===== src/rtl/rational_arithmetic_unit_core_defines.svh =====
// assertion helpers for the rational arithmetic unit
// every assertion samples on the rising clock and is off during reset
`ifndef RATIONAL_ARITHMETIC_UNIT_CORE_DEFINES_SVH
`define RATIONAL_ARITHMETIC_UNIT_CORE_DEFINES_SVH

// antecedent implies consequent in the same cycle
`define RAU_ASSERT_IMP(label, ante, cons, msg) \
   label: assert property (@(posedge clock) disable iff (reset) (ante) |-> (cons)) \
      else $error(msg);

// antecedent implies consequent in the next cycle
`define RAU_ASSERT_NEXT(label, ante, cons, msg) \
   label: assert property (@(posedge clock) disable iff (reset) (ante) |=> (cons)) \
      else $error(msg);

`endif


===== src/rtl/rau_pkg.sv =====
`timescale 1ns / 1ps
// ----------------------------------------------------------------------------
// rau_pkg
// shared widths, operation codes, states and control structs of the
// rational arithmetic unit
// ----------------------------------------------------------------------------
package rau_pkg;

   localparam int OPERAND_WIDTH = 16;
   localparam int FIELD_WIDTH   = 16;
   localparam int CMD_WIDTH     = 3;
   localparam int NUM_WIDTH     = 33;
   localparam int DEN_WIDTH     = 32;

   // operation codes: fraction ops are reduced, integer ops are not
   typedef enum logic [CMD_WIDTH-1:0] {
      OP_FADD = 3'd0,
      OP_FSUB = 3'd1,
      OP_FMUL = 3'd2,
      OP_FDIV = 3'd3,
      OP_IADD = 3'd4,
      OP_ISUB = 3'd5,
      OP_IMUL = 3'd6,
      OP_IDIV = 3'd7
   } rau_op_type;

   typedef enum logic [2:0] {
      ST_IDLE,
      ST_MUL0,
      ST_MUL1,
      ST_MUL2,
      ST_COMB,
      ST_GCD,
      ST_DIV,
      ST_FIN
   } rau_state_type;

   // which product register the shared multiplier fills
   typedef enum logic [1:0] {
      MSEL_P0,
      MSEL_P1,
      MSEL_P2
   } rau_msel_type;

   typedef struct packed {
      logic         load;
      logic         mul_en;
      rau_msel_type mul_sel;
      logic         combine;
      logic         gcd_step;
      logic         div_init;
      logic         div_step;
      logic         finish;
   } rau_cmd_type;

   typedef struct packed {
      logic reduce;
      logic gcd_done;
      logic gcd_zero;
      logic div_done;
   } rau_sts_type;

endpackage


===== src/rtl/rau_div.sv =====
`timescale 1ns / 1ps
// ----------------------------------------------------------------------------
// rau_div
// two-lane restoring divider, one quotient bit per cycle in each lane while step is high,
// both lanes share the divisor
// ----------------------------------------------------------------------------
module rau_div #(
   parameter int VALUE_WIDTH = 33
) (
   input  logic                   clock,
   input  logic                   reset,
   input  logic                   init,
   input  logic                   step,
   input  logic [VALUE_WIDTH-1:0] dividend_a,
   input  logic [VALUE_WIDTH-1:0] dividend_b,
   input  logic [VALUE_WIDTH-1:0] divisor,
   output logic [VALUE_WIDTH-1:0] quo_a,
   output logic [VALUE_WIDTH-1:0] quo_b,
   output logic                   done
);

   localparam int CW = $clog2(VALUE_WIDTH + 1);

   logic [VALUE_WIDTH-1:0] dsr_ff;
   logic [VALUE_WIDTH-1:0] qa_ff, qa_in, qb_ff, qb_in;
   logic [VALUE_WIDTH-1:0] ra_ff, ra_in, rb_ff, rb_in;
   logic [CW-1:0]          cnt_ff, cnt_in;
   logic [VALUE_WIDTH:0]   ta, tb;

   // one shift-and-subtract step per lane
   always_comb begin
      ta = {ra_ff, qa_ff[VALUE_WIDTH-1]};
      tb = {rb_ff, qb_ff[VALUE_WIDTH-1]};
      qa_in = qa_ff;
      qb_in = qb_ff;
      ra_in = ra_ff;
      rb_in = rb_ff;
      cnt_in = cnt_ff;
      if (init) begin
         qa_in = dividend_a;
         qb_in = dividend_b;
         ra_in = '0;
         rb_in = '0;
         cnt_in = CW'(VALUE_WIDTH);
      end else if (step && cnt_ff != '0) begin
         if (ta >= {1'b0, dsr_ff}) begin
            ra_in = VALUE_WIDTH'(ta - {1'b0, dsr_ff});
            qa_in = {qa_ff[VALUE_WIDTH-2:0], 1'b1};
         end else begin
            ra_in = ta[VALUE_WIDTH-1:0];
            qa_in = {qa_ff[VALUE_WIDTH-2:0], 1'b0};
         end
         if (tb >= {1'b0, dsr_ff}) begin
            rb_in = VALUE_WIDTH'(tb - {1'b0, dsr_ff});
            qb_in = {qb_ff[VALUE_WIDTH-2:0], 1'b1};
         end else begin
            rb_in = tb[VALUE_WIDTH-1:0];
            qb_in = {qb_ff[VALUE_WIDTH-2:0], 1'b0};
         end
         cnt_in = cnt_ff - 1'b1;
      end
   end

   // step counter
   always_ff @(posedge clock) begin
      if (reset) begin
         cnt_ff <= '0;
      end else begin
         cnt_ff <= cnt_in;
      end
   end

   // lane registers
   always_ff @(posedge clock) begin
      if (init) begin
         dsr_ff <= divisor;
      end
      qa_ff <= qa_in;
      qb_ff <= qb_in;
      ra_ff <= ra_in;
      rb_ff <= rb_in;
   end

   assign quo_a = qa_ff;
   assign quo_b = qb_ff;
   assign done  = (cnt_ff == '0);

endmodule


===== src/rtl/rau_dp.sv =====
`timescale 1ns / 1ps
// ----------------------------------------------------------------------------
// rau_dp
// datapath: operand registers, shared multiplier, combine, binary gcd,
// exact division by the gcd and the result registers
// ----------------------------------------------------------------------------
`include "rational_arithmetic_unit_core_defines.svh"

module rau_dp #(
   parameter int OPERAND_WIDTH = rau_pkg::OPERAND_WIDTH
) (
   input  logic                                   clock,
   input  logic                                   reset,
   input  rau_pkg::rau_cmd_type                   dp_cmd,
   output rau_pkg::rau_sts_type                   dp_sts,
   input  logic [rau_pkg::CMD_WIDTH-1:0]          req_cmd,
   input  logic signed [rau_pkg::FIELD_WIDTH-1:0] req_a_num,
   input  logic signed [rau_pkg::FIELD_WIDTH-1:0] req_a_den,
   input  logic signed [rau_pkg::FIELD_WIDTH-1:0] req_b_num,
   input  logic signed [rau_pkg::FIELD_WIDTH-1:0] req_b_den,
   output logic                                   rsp_valid,
   output logic signed [rau_pkg::NUM_WIDTH-1:0]   rsp_res_num,
   output logic signed [rau_pkg::DEN_WIDTH-1:0]   rsp_res_den,
   output logic                                   rsp_is_proper,
   output logic                                   rsp_zero_gcd_error
);

   localparam int W  = OPERAND_WIDTH;
   localparam int PW = 2 * W;
   localparam int NW = (2 * W + 1 > 64) ? 64 : 2 * W + 1;
   localparam int KW = $clog2(NW + 1);

   rau_pkg::rau_op_type op_ff;
   logic signed [W-1:0]  an_ff, ad_ff, bn_ff, bd_ff;
   logic signed [W-1:0]  ma, mb;
   logic signed [PW-1:0] mprod;
   logic signed [PW-1:0] p0_ff, p1_ff, p2_ff;
   logic signed [NW-1:0] n_c, d_c, n_ff, d_ff;
   logic [NW-1:0]        nm_c, dm_c, nm_ff, dm_ff;
   logic                 nneg_ff, dneg_ff;
   logic [NW-1:0]        gx_ff, gx_in, gy_ff, gy_in, g_c;
   logic [KW-1:0]        gk_ff, gk_in;
   logic [NW-1:0]        qn, qd;
   logic                 div_done;
   logic                 reduce;
   logic [63:0]          n64, d64;
   logic                 prop_c, err_c;
   logic                 rsp_valid_ff;
   logic signed [rau_pkg::NUM_WIDTH-1:0] res_num_ff;
   logic signed [rau_pkg::DEN_WIDTH-1:0] res_den_ff;
   logic                 proper_ff, err_ff;

   // operand capture, narrowed to the operand width
   always_ff @(posedge clock) begin
      if (dp_cmd.load) begin
         op_ff <= rau_pkg::rau_op_type'(req_cmd);
         an_ff <= W'(req_a_num);
         ad_ff <= W'(req_a_den);
         bn_ff <= W'(req_b_num);
         bd_ff <= W'(req_b_den);
      end
   end

   assign reduce = (op_ff == rau_pkg::OP_FADD) || (op_ff == rau_pkg::OP_FSUB) ||
                   (op_ff == rau_pkg::OP_FMUL) || (op_ff == rau_pkg::OP_FDIV);

   // shared multiplier operand selection
   always_comb begin
      case (dp_cmd.mul_sel)
         rau_pkg::MSEL_P0: begin
            ma = an_ff;
            mb = (op_ff == rau_pkg::OP_FMUL || op_ff == rau_pkg::OP_IMUL) ? bn_ff : bd_ff;
         end
         rau_pkg::MSEL_P1: begin
            ma = bn_ff;
            mb = ad_ff;
         end
         rau_pkg::MSEL_P2: begin
            ma = ad_ff;
            mb = (op_ff == rau_pkg::OP_FDIV || op_ff == rau_pkg::OP_IDIV) ? bn_ff : bd_ff;
         end
         default: begin
            ma = an_ff;
            mb = bd_ff;
         end
      endcase
      mprod = PW'(ma) * PW'(mb);
   end

   // product registers
   always_ff @(posedge clock) begin
      if (dp_cmd.mul_en) begin
         case (dp_cmd.mul_sel)
            rau_pkg::MSEL_P0: p0_ff <= mprod;
            rau_pkg::MSEL_P1: p1_ff <= mprod;
            rau_pkg::MSEL_P2: p2_ff <= mprod;
            default:          p0_ff <= mprod;
         endcase
      end
   end

   // combine products into numerator and denominator
   always_comb begin
      case (op_ff)
         rau_pkg::OP_FADD: begin
            n_c = NW'(p0_ff) + NW'(p1_ff);
            d_c = NW'(p2_ff);
         end
         rau_pkg::OP_FSUB: begin
            n_c = NW'(p0_ff) - NW'(p1_ff);
            d_c = NW'(p2_ff);
         end
         rau_pkg::OP_FMUL, rau_pkg::OP_FDIV: begin
            n_c = NW'(p0_ff);
            d_c = NW'(p2_ff);
         end
         rau_pkg::OP_IADD: begin
            n_c = NW'(an_ff) + NW'(p1_ff);
            d_c = NW'(ad_ff);
         end
         rau_pkg::OP_ISUB: begin
            n_c = NW'(an_ff) - NW'(p1_ff);
            d_c = NW'(ad_ff);
         end
         rau_pkg::OP_IMUL: begin
            n_c = NW'(p0_ff);
            d_c = NW'(ad_ff);
         end
         rau_pkg::OP_IDIV: begin
            n_c = NW'(an_ff);
            d_c = NW'(p2_ff);
         end
         default: begin
            n_c = '0;
            d_c = '0;
         end
      endcase
      nm_c = n_c[NW-1] ? NW'(-n_c) : NW'(n_c);
      dm_c = d_c[NW-1] ? NW'(-d_c) : NW'(d_c);
   end

   always_ff @(posedge clock) begin
      if (dp_cmd.combine) begin
         n_ff    <= n_c;
         d_ff    <= d_c;
         nm_ff   <= nm_c;
         dm_ff   <= dm_c;
         nneg_ff <= n_c[NW-1];
         dneg_ff <= d_c[NW-1];
      end
   end

   // binary gcd, one halving or subtract-and-halve per cycle while gcd_step is high
   always_comb begin
      gx_in = gx_ff;
      gy_in = gy_ff;
      gk_in = gk_ff;
      if (dp_cmd.combine) begin
         gx_in = nm_c;
         gy_in = dm_c;
         gk_in = '0;
      end else if (dp_cmd.gcd_step) begin
         if (!gx_ff[0] && !gy_ff[0]) begin
            gx_in = gx_ff >> 1;
            gy_in = gy_ff >> 1;
            gk_in = gk_ff + 1'b1;
         end else if (!gx_ff[0]) begin
            gx_in = gx_ff >> 1;
         end else if (!gy_ff[0]) begin
            gy_in = gy_ff >> 1;
         end else if (gx_ff >= gy_ff) begin
            gx_in = (gx_ff - gy_ff) >> 1;
         end else begin
            gy_in = (gy_ff - gx_ff) >> 1;
         end
      end
   end

   always_ff @(posedge clock) begin
      gx_ff <= gx_in;
      gy_ff <= gy_in;
      gk_ff <= gk_in;
   end

   // one of the two is zero once done, so the or gives the odd part
   assign g_c = (gx_ff | gy_ff) << gk_ff;

   rau_div #(
      .VALUE_WIDTH(NW)
   ) u_div (
      .clock      (clock),
      .reset      (reset),
      .init       (dp_cmd.div_init),
      .step       (dp_cmd.div_step),
      .dividend_a (nm_ff),
      .dividend_b (dm_ff),
      .divisor    (g_c),
      .quo_a      (qn),
      .quo_b      (qd),
      .done       (div_done)
   );

   always_comb begin
      dp_sts.reduce   = reduce;
      dp_sts.gcd_done = (gx_ff == '0) || (gy_ff == '0);
      dp_sts.gcd_zero = (g_c == '0);
      dp_sts.div_done = div_done;
   end

   // result formatting
   always_comb begin
      if (reduce) begin
         if (g_c == '0) begin
            n64    = '0;
            d64    = '0;
            prop_c = 1'b0;
            err_c  = 1'b1;
         end else begin
            n64    = (nneg_ff ^ dneg_ff) ? -64'(qn) : 64'(qn);
            d64    = 64'(qd);
            prop_c = (qn < qd);
            err_c  = 1'b0;
         end
      end else begin
         n64    = 64'(n_ff);
         d64    = 64'(d_ff);
         prop_c = (nm_ff < dm_ff);
         err_c  = 1'b0;
      end
   end

   always_ff @(posedge clock) begin
      if (dp_cmd.finish) begin
         res_num_ff <= n64[rau_pkg::NUM_WIDTH-1:0];
         res_den_ff <= d64[rau_pkg::DEN_WIDTH-1:0];
         proper_ff  <= prop_c;
         err_ff     <= err_c;
      end
   end

   // result strobe
   always_ff @(posedge clock) begin
      if (reset) begin
         rsp_valid_ff <= 1'b0;
      end else begin
         rsp_valid_ff <= dp_cmd.finish;
      end
   end

   assign rsp_valid          = rsp_valid_ff;
   assign rsp_res_num        = res_num_ff;
   assign rsp_res_den        = res_den_ff;
   assign rsp_is_proper      = proper_ff;
   assign rsp_zero_gcd_error = err_ff;

   `RAU_ASSERT_NEXT(a_strobe_single, rsp_valid_ff, !rsp_valid_ff, "result strobe longer than one cycle")
   `RAU_ASSERT_IMP(a_err_zero, rsp_valid_ff && err_ff, res_num_ff == '0 && res_den_ff == '0 && !proper_ff, "error result is not 0/0")

endmodule


===== src/rtl/rau_ctrl.sv =====
`timescale 1ns / 1ps
// ----------------------------------------------------------------------------
// rau_ctrl
// controller: sequences multiply, combine, gcd and division steps
// ----------------------------------------------------------------------------
`include "rational_arithmetic_unit_core_defines.svh"

module rau_ctrl (
   input  logic                 clock,
   input  logic                 reset,
   input  logic                 start,
   output logic                 busy,
   output rau_pkg::rau_cmd_type dp_cmd,
   input  rau_pkg::rau_sts_type dp_sts
);

   rau_pkg::rau_state_type state_ff, state_in;

   // state register
   always_ff @(posedge clock) begin
      if (reset) begin
         state_ff <= rau_pkg::ST_IDLE;
      end else begin
         state_ff <= state_in;
      end
   end

   // next state and datapath commands
   always_comb begin
      state_in = state_ff;
      dp_cmd   = '0;
      dp_cmd.mul_sel = rau_pkg::MSEL_P0;
      case (state_ff)
         rau_pkg::ST_IDLE: begin
            if (start) begin
               dp_cmd.load = 1'b1;
               state_in = rau_pkg::ST_MUL0;
            end
         end
         rau_pkg::ST_MUL0: begin
            dp_cmd.mul_en = 1'b1;
            dp_cmd.mul_sel = rau_pkg::MSEL_P0;
            state_in = rau_pkg::ST_MUL1;
         end
         rau_pkg::ST_MUL1: begin
            dp_cmd.mul_en = 1'b1;
            dp_cmd.mul_sel = rau_pkg::MSEL_P1;
            state_in = rau_pkg::ST_MUL2;
         end
         rau_pkg::ST_MUL2: begin
            dp_cmd.mul_en = 1'b1;
            dp_cmd.mul_sel = rau_pkg::MSEL_P2;
            state_in = rau_pkg::ST_COMB;
         end
         rau_pkg::ST_COMB: begin
            dp_cmd.combine = 1'b1;
            state_in = dp_sts.reduce ? rau_pkg::ST_GCD : rau_pkg::ST_FIN;
         end
         rau_pkg::ST_GCD: begin
            if (dp_sts.gcd_done) begin
               if (dp_sts.gcd_zero) begin
                  state_in = rau_pkg::ST_FIN;
               end else begin
                  dp_cmd.div_init = 1'b1;
                  state_in = rau_pkg::ST_DIV;
               end
            end else begin
               dp_cmd.gcd_step = 1'b1;
            end
         end
         rau_pkg::ST_DIV: begin
            if (dp_sts.div_done) begin
               state_in = rau_pkg::ST_FIN;
            end else begin
               dp_cmd.div_step = 1'b1;
            end
         end
         rau_pkg::ST_FIN: begin
            dp_cmd.finish = 1'b1;
            state_in = rau_pkg::ST_IDLE;
         end
         default: begin
            state_in = rau_pkg::ST_IDLE;
         end
      endcase
   end

   assign busy = (state_ff != rau_pkg::ST_IDLE);

   `RAU_ASSERT_NEXT(a_accept_busy, start && !busy, busy, "accepted item did not raise busy")
   `RAU_ASSERT_NEXT(a_finish_idle, dp_cmd.finish, !busy, "block still busy after finishing an item")
   `RAU_ASSERT_IMP(a_div_after_gcd, dp_cmd.div_init, dp_sts.gcd_done && !dp_sts.gcd_zero, "division started without a nonzero gcd")

endmodule


===== src/rtl/rational_arithmetic_unit_core.sv =====
`timescale 1ns / 1ps
// ----------------------------------------------------------------------------
// rational_arithmetic_unit_core
// integer commands pass through the multiply, combine and finish states;
// fraction commands also run binary gcd steps and, for a nonzero gcd, a restoring
// division of the NW-bit magnitudes, NW = 2*OPERAND_WIDTH+1 (capped at 64)
// one item at a time: busy stays high until the result strobe is issued
// results are strobed for one cycle, the receiver cannot stall
// reset (synchronous, active high) returns the controller to idle
// ----------------------------------------------------------------------------
module rational_arithmetic_unit_core #(
   parameter int OPERAND_WIDTH = rau_pkg::OPERAND_WIDTH
) (
   input  logic                                   clock,
   input  logic                                   reset,
   input  logic                                   start,
   output logic                                   busy,
   input  logic [rau_pkg::CMD_WIDTH-1:0]          req_cmd,
   input  logic signed [rau_pkg::FIELD_WIDTH-1:0] req_a_num,
   input  logic signed [rau_pkg::FIELD_WIDTH-1:0] req_a_den,
   input  logic signed [rau_pkg::FIELD_WIDTH-1:0] req_b_num,
   input  logic signed [rau_pkg::FIELD_WIDTH-1:0] req_b_den,
   output logic                                   rsp_valid,
   output logic signed [rau_pkg::NUM_WIDTH-1:0]   rsp_res_num,
   output logic signed [rau_pkg::DEN_WIDTH-1:0]   rsp_res_den,
   output logic                                   rsp_is_proper,
   output logic                                   rsp_zero_gcd_error
);

   rau_pkg::rau_cmd_type dp_cmd;
   rau_pkg::rau_sts_type dp_sts;

   // controller
   rau_ctrl u_ctrl (
      .clock  (clock),
      .reset  (reset),
      .start  (start),
      .busy   (busy),
      .dp_cmd (dp_cmd),
      .dp_sts (dp_sts)
   );

   // datapath
   rau_dp #(
      .OPERAND_WIDTH(OPERAND_WIDTH)
   ) u_dp (
      .clock              (clock),
      .reset              (reset),
      .dp_cmd             (dp_cmd),
      .dp_sts             (dp_sts),
      .req_cmd            (req_cmd),
      .req_a_num          (req_a_num),
      .req_a_den          (req_a_den),
      .req_b_num          (req_b_num),
      .req_b_den          (req_b_den),
      .rsp_valid          (rsp_valid),
      .rsp_res_num        (rsp_res_num),
      .rsp_res_den        (rsp_res_den),
      .rsp_is_proper      (rsp_is_proper),
      .rsp_zero_gcd_error (rsp_zero_gcd_error)
   );

endmodule


===== config.mk =====
export PLATFORM = sky130hd
export DESIGN_NAME = rational_arithmetic_unit_core
export DESIGN_NICKNAME = d
export VERILOG_FILES = /design/src/rtl/rau_pkg.sv /design/src/rtl/rau_div.sv /design/src/rtl/rau_dp.sv /design/src/rtl/rau_ctrl.sv /design/src/rtl/rational_arithmetic_unit_core.sv
export VERILOG_INCLUDE_DIRS = /design/src /design/src/rtl
export SDC_FILE = /design/constraint.sdc
export NUM_CORES = 2
export LEC_CHECK = 0
export BUFFER_PORTS_ARGS = -buffer_cell sky130_fd_sc_hd__buf_2
export CORE_MARGIN = 2
export CORE_UTILIZATION = 30
export CTS_BUF_LIST = sky130_fd_sc_hd__clkbuf_4
export CTS_CLUSTER_SIZE = 30
export DETAILED_ROUTE_END_ITERATION = 10
export PLACE_DENSITY_LB_ADDON = 0.08
export SYNTH_ARGS = -nofsm -noshare
export SYNTH_HDL_FRONTEND = slang
export SYNTH_SLANG_ARGS = --single-unit

===== constraint.sdc =====
create_clock -name clock -period 11.09 [get_ports clock]
set_input_delay 0 -clock clock [delete_from_list [all_inputs] [get_ports clock]]
set_output_delay 0 -clock clock [all_outputs]
set_load 0.02 [all_outputs]

==> impl_metrics.ini <==
[global_routing]
antenna_found_initial = 6
grt_max_degree = 78
grt-ovfl-total = 0
grt_usage = 0.2273
grt_pass1_vias = 43750
grt_pass1_wl_um = 295100

[setup_path]
r2r_cells = 27
required_ps = 11980
r2r-end = u_dp.p1_ff[31]
crit_arrival_ps = 9920
crit-reg2reg-launch = u_ctrl.state_ff[1]
r2r_slack_ps = 2060
cp-end-kind = register
crit_type = reg2reg
worstPathMaxFanout = 29
critPathLaunchType = register

[routing]
via_per_inst = 5.157
drt_pass1_iterations = 6
ant_nets = 0
drcViolationCount = 0
num_vias = 43690
wl_per_cell_um = 23.84
drt_iter0_markers = 3653
wl_um = 201900

[place]
dpl_cell_area_sq_um = 55390
pre_cts_slack_ps = 2120
hpwl_um = 157200
io_buffers = 138
place.gp.congestion = 0.9055

[logic_synthesis]
synthSimpleGateAreaFrac = 0.1471
yosys.area_share.adder = 0.1965
synth_top_family_by_area = adder cells
synth_xor_xnor_area_share = 0.05723
syn_area_sq_um = 52010
ys_ff_latch = 606
synth_top_area_cell = edfxtp_1
synth_mux_area_frac = 0.04097
ys_async_sr_fraction = 0
ys.flop_type = edfxtp_1
ys_seq_area_frac = 0.3341
synth_cells = 5647
synth_edf_count = 524
ys_types = 94
synth_compound_area_frac = 0.1607
synth_area_per_cell_sq_um = 9.210
synthTopCellsByArea = edfxtp_1 (30%), fa_1 (10%), ha_1 (9.3%)
yosys_warnings = 0
synthTopCellsByCount = inv_1 (607), nand2_1 (588), nor2_1 (557)
synth.most_common_cell = inv_1
synth_top_cell_area_share = 0.3026

[timing]
tns_ps = 0
worst_pin_slew_ps = 1223
fmax_ghz = 0.1107
slew_viol_final = 0
hold_violations = 0
setup_ws_ps = 2058
skew_ps = 90.67
period_needed_ps = 9032
period_share = 0.8144
slew_headroom = 0.1771
setup_violations = 0
rsz0062_at_grt = false

[hold_path]
hp-class = in2reg
min-delay-start = req_a_den[0]
min_to = u_dp.ad_ff[0]
hold_path_depth = 3

[clock_tree]
clockBufferDepth = 3
cts_buffers = 188
cts_root_buffer = clkbuf_4
cts_tree = yes
cts.sinks = 606
path_clk_slew_ps = 70
postCtsSetupBuffers = 0
cts-htree-levels = 4
clock_latency_ps = 1200

[floorplan]
die_x_um = 420.4
dieHeight_um = 420.4
start_util = 0.3025
die_area_sq_um = 176700
rows = 152
io_pins = 139
coreArea_sq_um = 171900

[cells_and_area]
drive_gt1_frac = 0.1098
syn_to_final_growth_pct = 14.97
final_area_sq_um = 59790
final_nets = 6747

[flow_run]
drv_cap = 0

[run_status]
status = finished clean
-- how the worst max path moves through the flow --
stage                       start              to  slack [ps]  depth (start not counted)
2_1_floorplan       u_dp.op_ff[1]  u_dp.p0_ff[31]        2920                         34
6_report       u_ctrl.state_ff[1]  u_dp.p1_ff[31]        2060                         27
3_5_place_dp   u_ctrl.state_ff[1]  u_dp.p0_ff[31]        2120                         28
3_3_place_gp   u_ctrl.state_ff[1]  u_dp.p0_ff[31]        2250                         31
4_1_cts        u_ctrl.state_ff[1]  u_dp.p1_ff[31]        2120                         27
5_1_grt        u_ctrl.state_ff[1]  u_dp.p1_ff[31]        1460                         26
-- what timing repair did --
item | in CTS | in global routing
setup endpoints to repair | 0 | 0
endpoints found under the hold margin | 144 | 0
hold buffers | 204 | 0
resized for setup | 0 | 0
-- metrics by stage --
stage	std cells	util	hold WS, ps
2_1_floorplan	5648	-	69.07
3_3_place_gp	7937	0.3222	176.3
3_5_place_dp	7937	0.3222	178.1
4_1_cts	8467	0.3477	0.4226
5_1_grt	8470	0.3478	56.28
6_report	8472	0.3478	163.1
-- sequential cells by signal, indices dropped and copies added, names as in the netlist, 16 cells and up --
signal             flops
u_dp.rsp_res_den      32
u_dp.p0_ff            32
u_dp.bd_ff            16
u_dp.u_div.quo_a      33
u_dp.u_div.quo_b      33
u_dp.gy_ff            33
u_dp.nm_ff            33
u_dp.d_ff             30
u_dp.n_ff             31
u_dp.ad_ff            16
u_dp.u_div.rb_ff      33
u_dp.u_div.dsr_ff     33
u_dp.p1_ff            32
u_dp.rsp_res_num      33
u_dp.an_ff            16
u_dp.u_div.ra_ff      33
u_dp.gx_ff            33
u_dp.bn_ff            16
u_dp.p2_ff            32
u_dp.dm_ff            33
-- kinds of logic (layout without fill, tap and decap cells) --
family                   after synthesis  in the layout
other                                  1              7
flip-flops                           606            606
buffers and inverters                862           1371
AND/OR/NAND/NOR                     1695           1695
multiplexers                         161            161
AO/OA/AOI/OAI                       1327           1327
adder cells (fa/ha/maj)              656            656
XOR/XNOR                             339            339
-- critical path: stages, from the launching register on --
cell      delay, ps
dfxtp_1         490
or3b_2          550
ha_1            940
buf_4           370
nor2_1          100
a21oi_1         810
nand2b_1        180
fa_1            540
fa_1            500
inv_1            60
fa_1            520
fa_1            440
fa_1            490
inv_1            50
fa_1            470
inv_1            40
ha_1            350
and4_1          260
a21oi_1         150
nand2_1          90
nor2_1           90
a21oi_1         110
o31ai_1         310
a32oi_1         260
nand4_1         150
nand4b_1        100
a21oi_1         200
xnor2_1         130
-- layout make-up --
type	count	area (sq um)
Multi-Input combinational cell	4180	31440
Fill cell	18040	112100
Timing Repair Buffer	435	3431
Antenna cell	5	12.51
Tap cell	2310	2890
Inverter	610	2298
Sequential cell	606	17380
Clock inverter	64	380.4
Clock buffer	262	1967
-- per-layer routing --
layer,global-route usage,wire [um]
met4,0.07922,6822
met3,0.04007,10850
met5,0,13
met2,0.3643,92600
met1,0.3072,91650
-- cell usage in the layout, fill, tap and decap left out, types with 32 or more instances in the layout --
master	instances
clkbuf_4	262
a31oi_1	32
o31ai_1	34
nor3_1	106
o21bai_1	35
fa_1	268
xnor2_1	245
dfxtp_1	81
nor2b_1	54
a221oi_1	55
mux2i_1	64
a211oi_1	40
inv_1	606
o21ai_0	339
a21o_1	103
nor2_1	553
nand2b_1	52
o22ai_1	33
nand3_1	70
dlygate4sd3_1	204
edfxtp_1	524
nand4_1	46
o21a_1	43
a21oi_1	381
nor4_1	54
and2_1	42
buf_4	93
ha_1	388
xor2_1	92
mux4_2	35
nand2_1	587
mux2_2	60
buf_2	138
clkinv_1	37
Power is left out: the tool's default activity adds up to more than one toggle a clock period on the data nets, which glitch-free logic cannot reach.
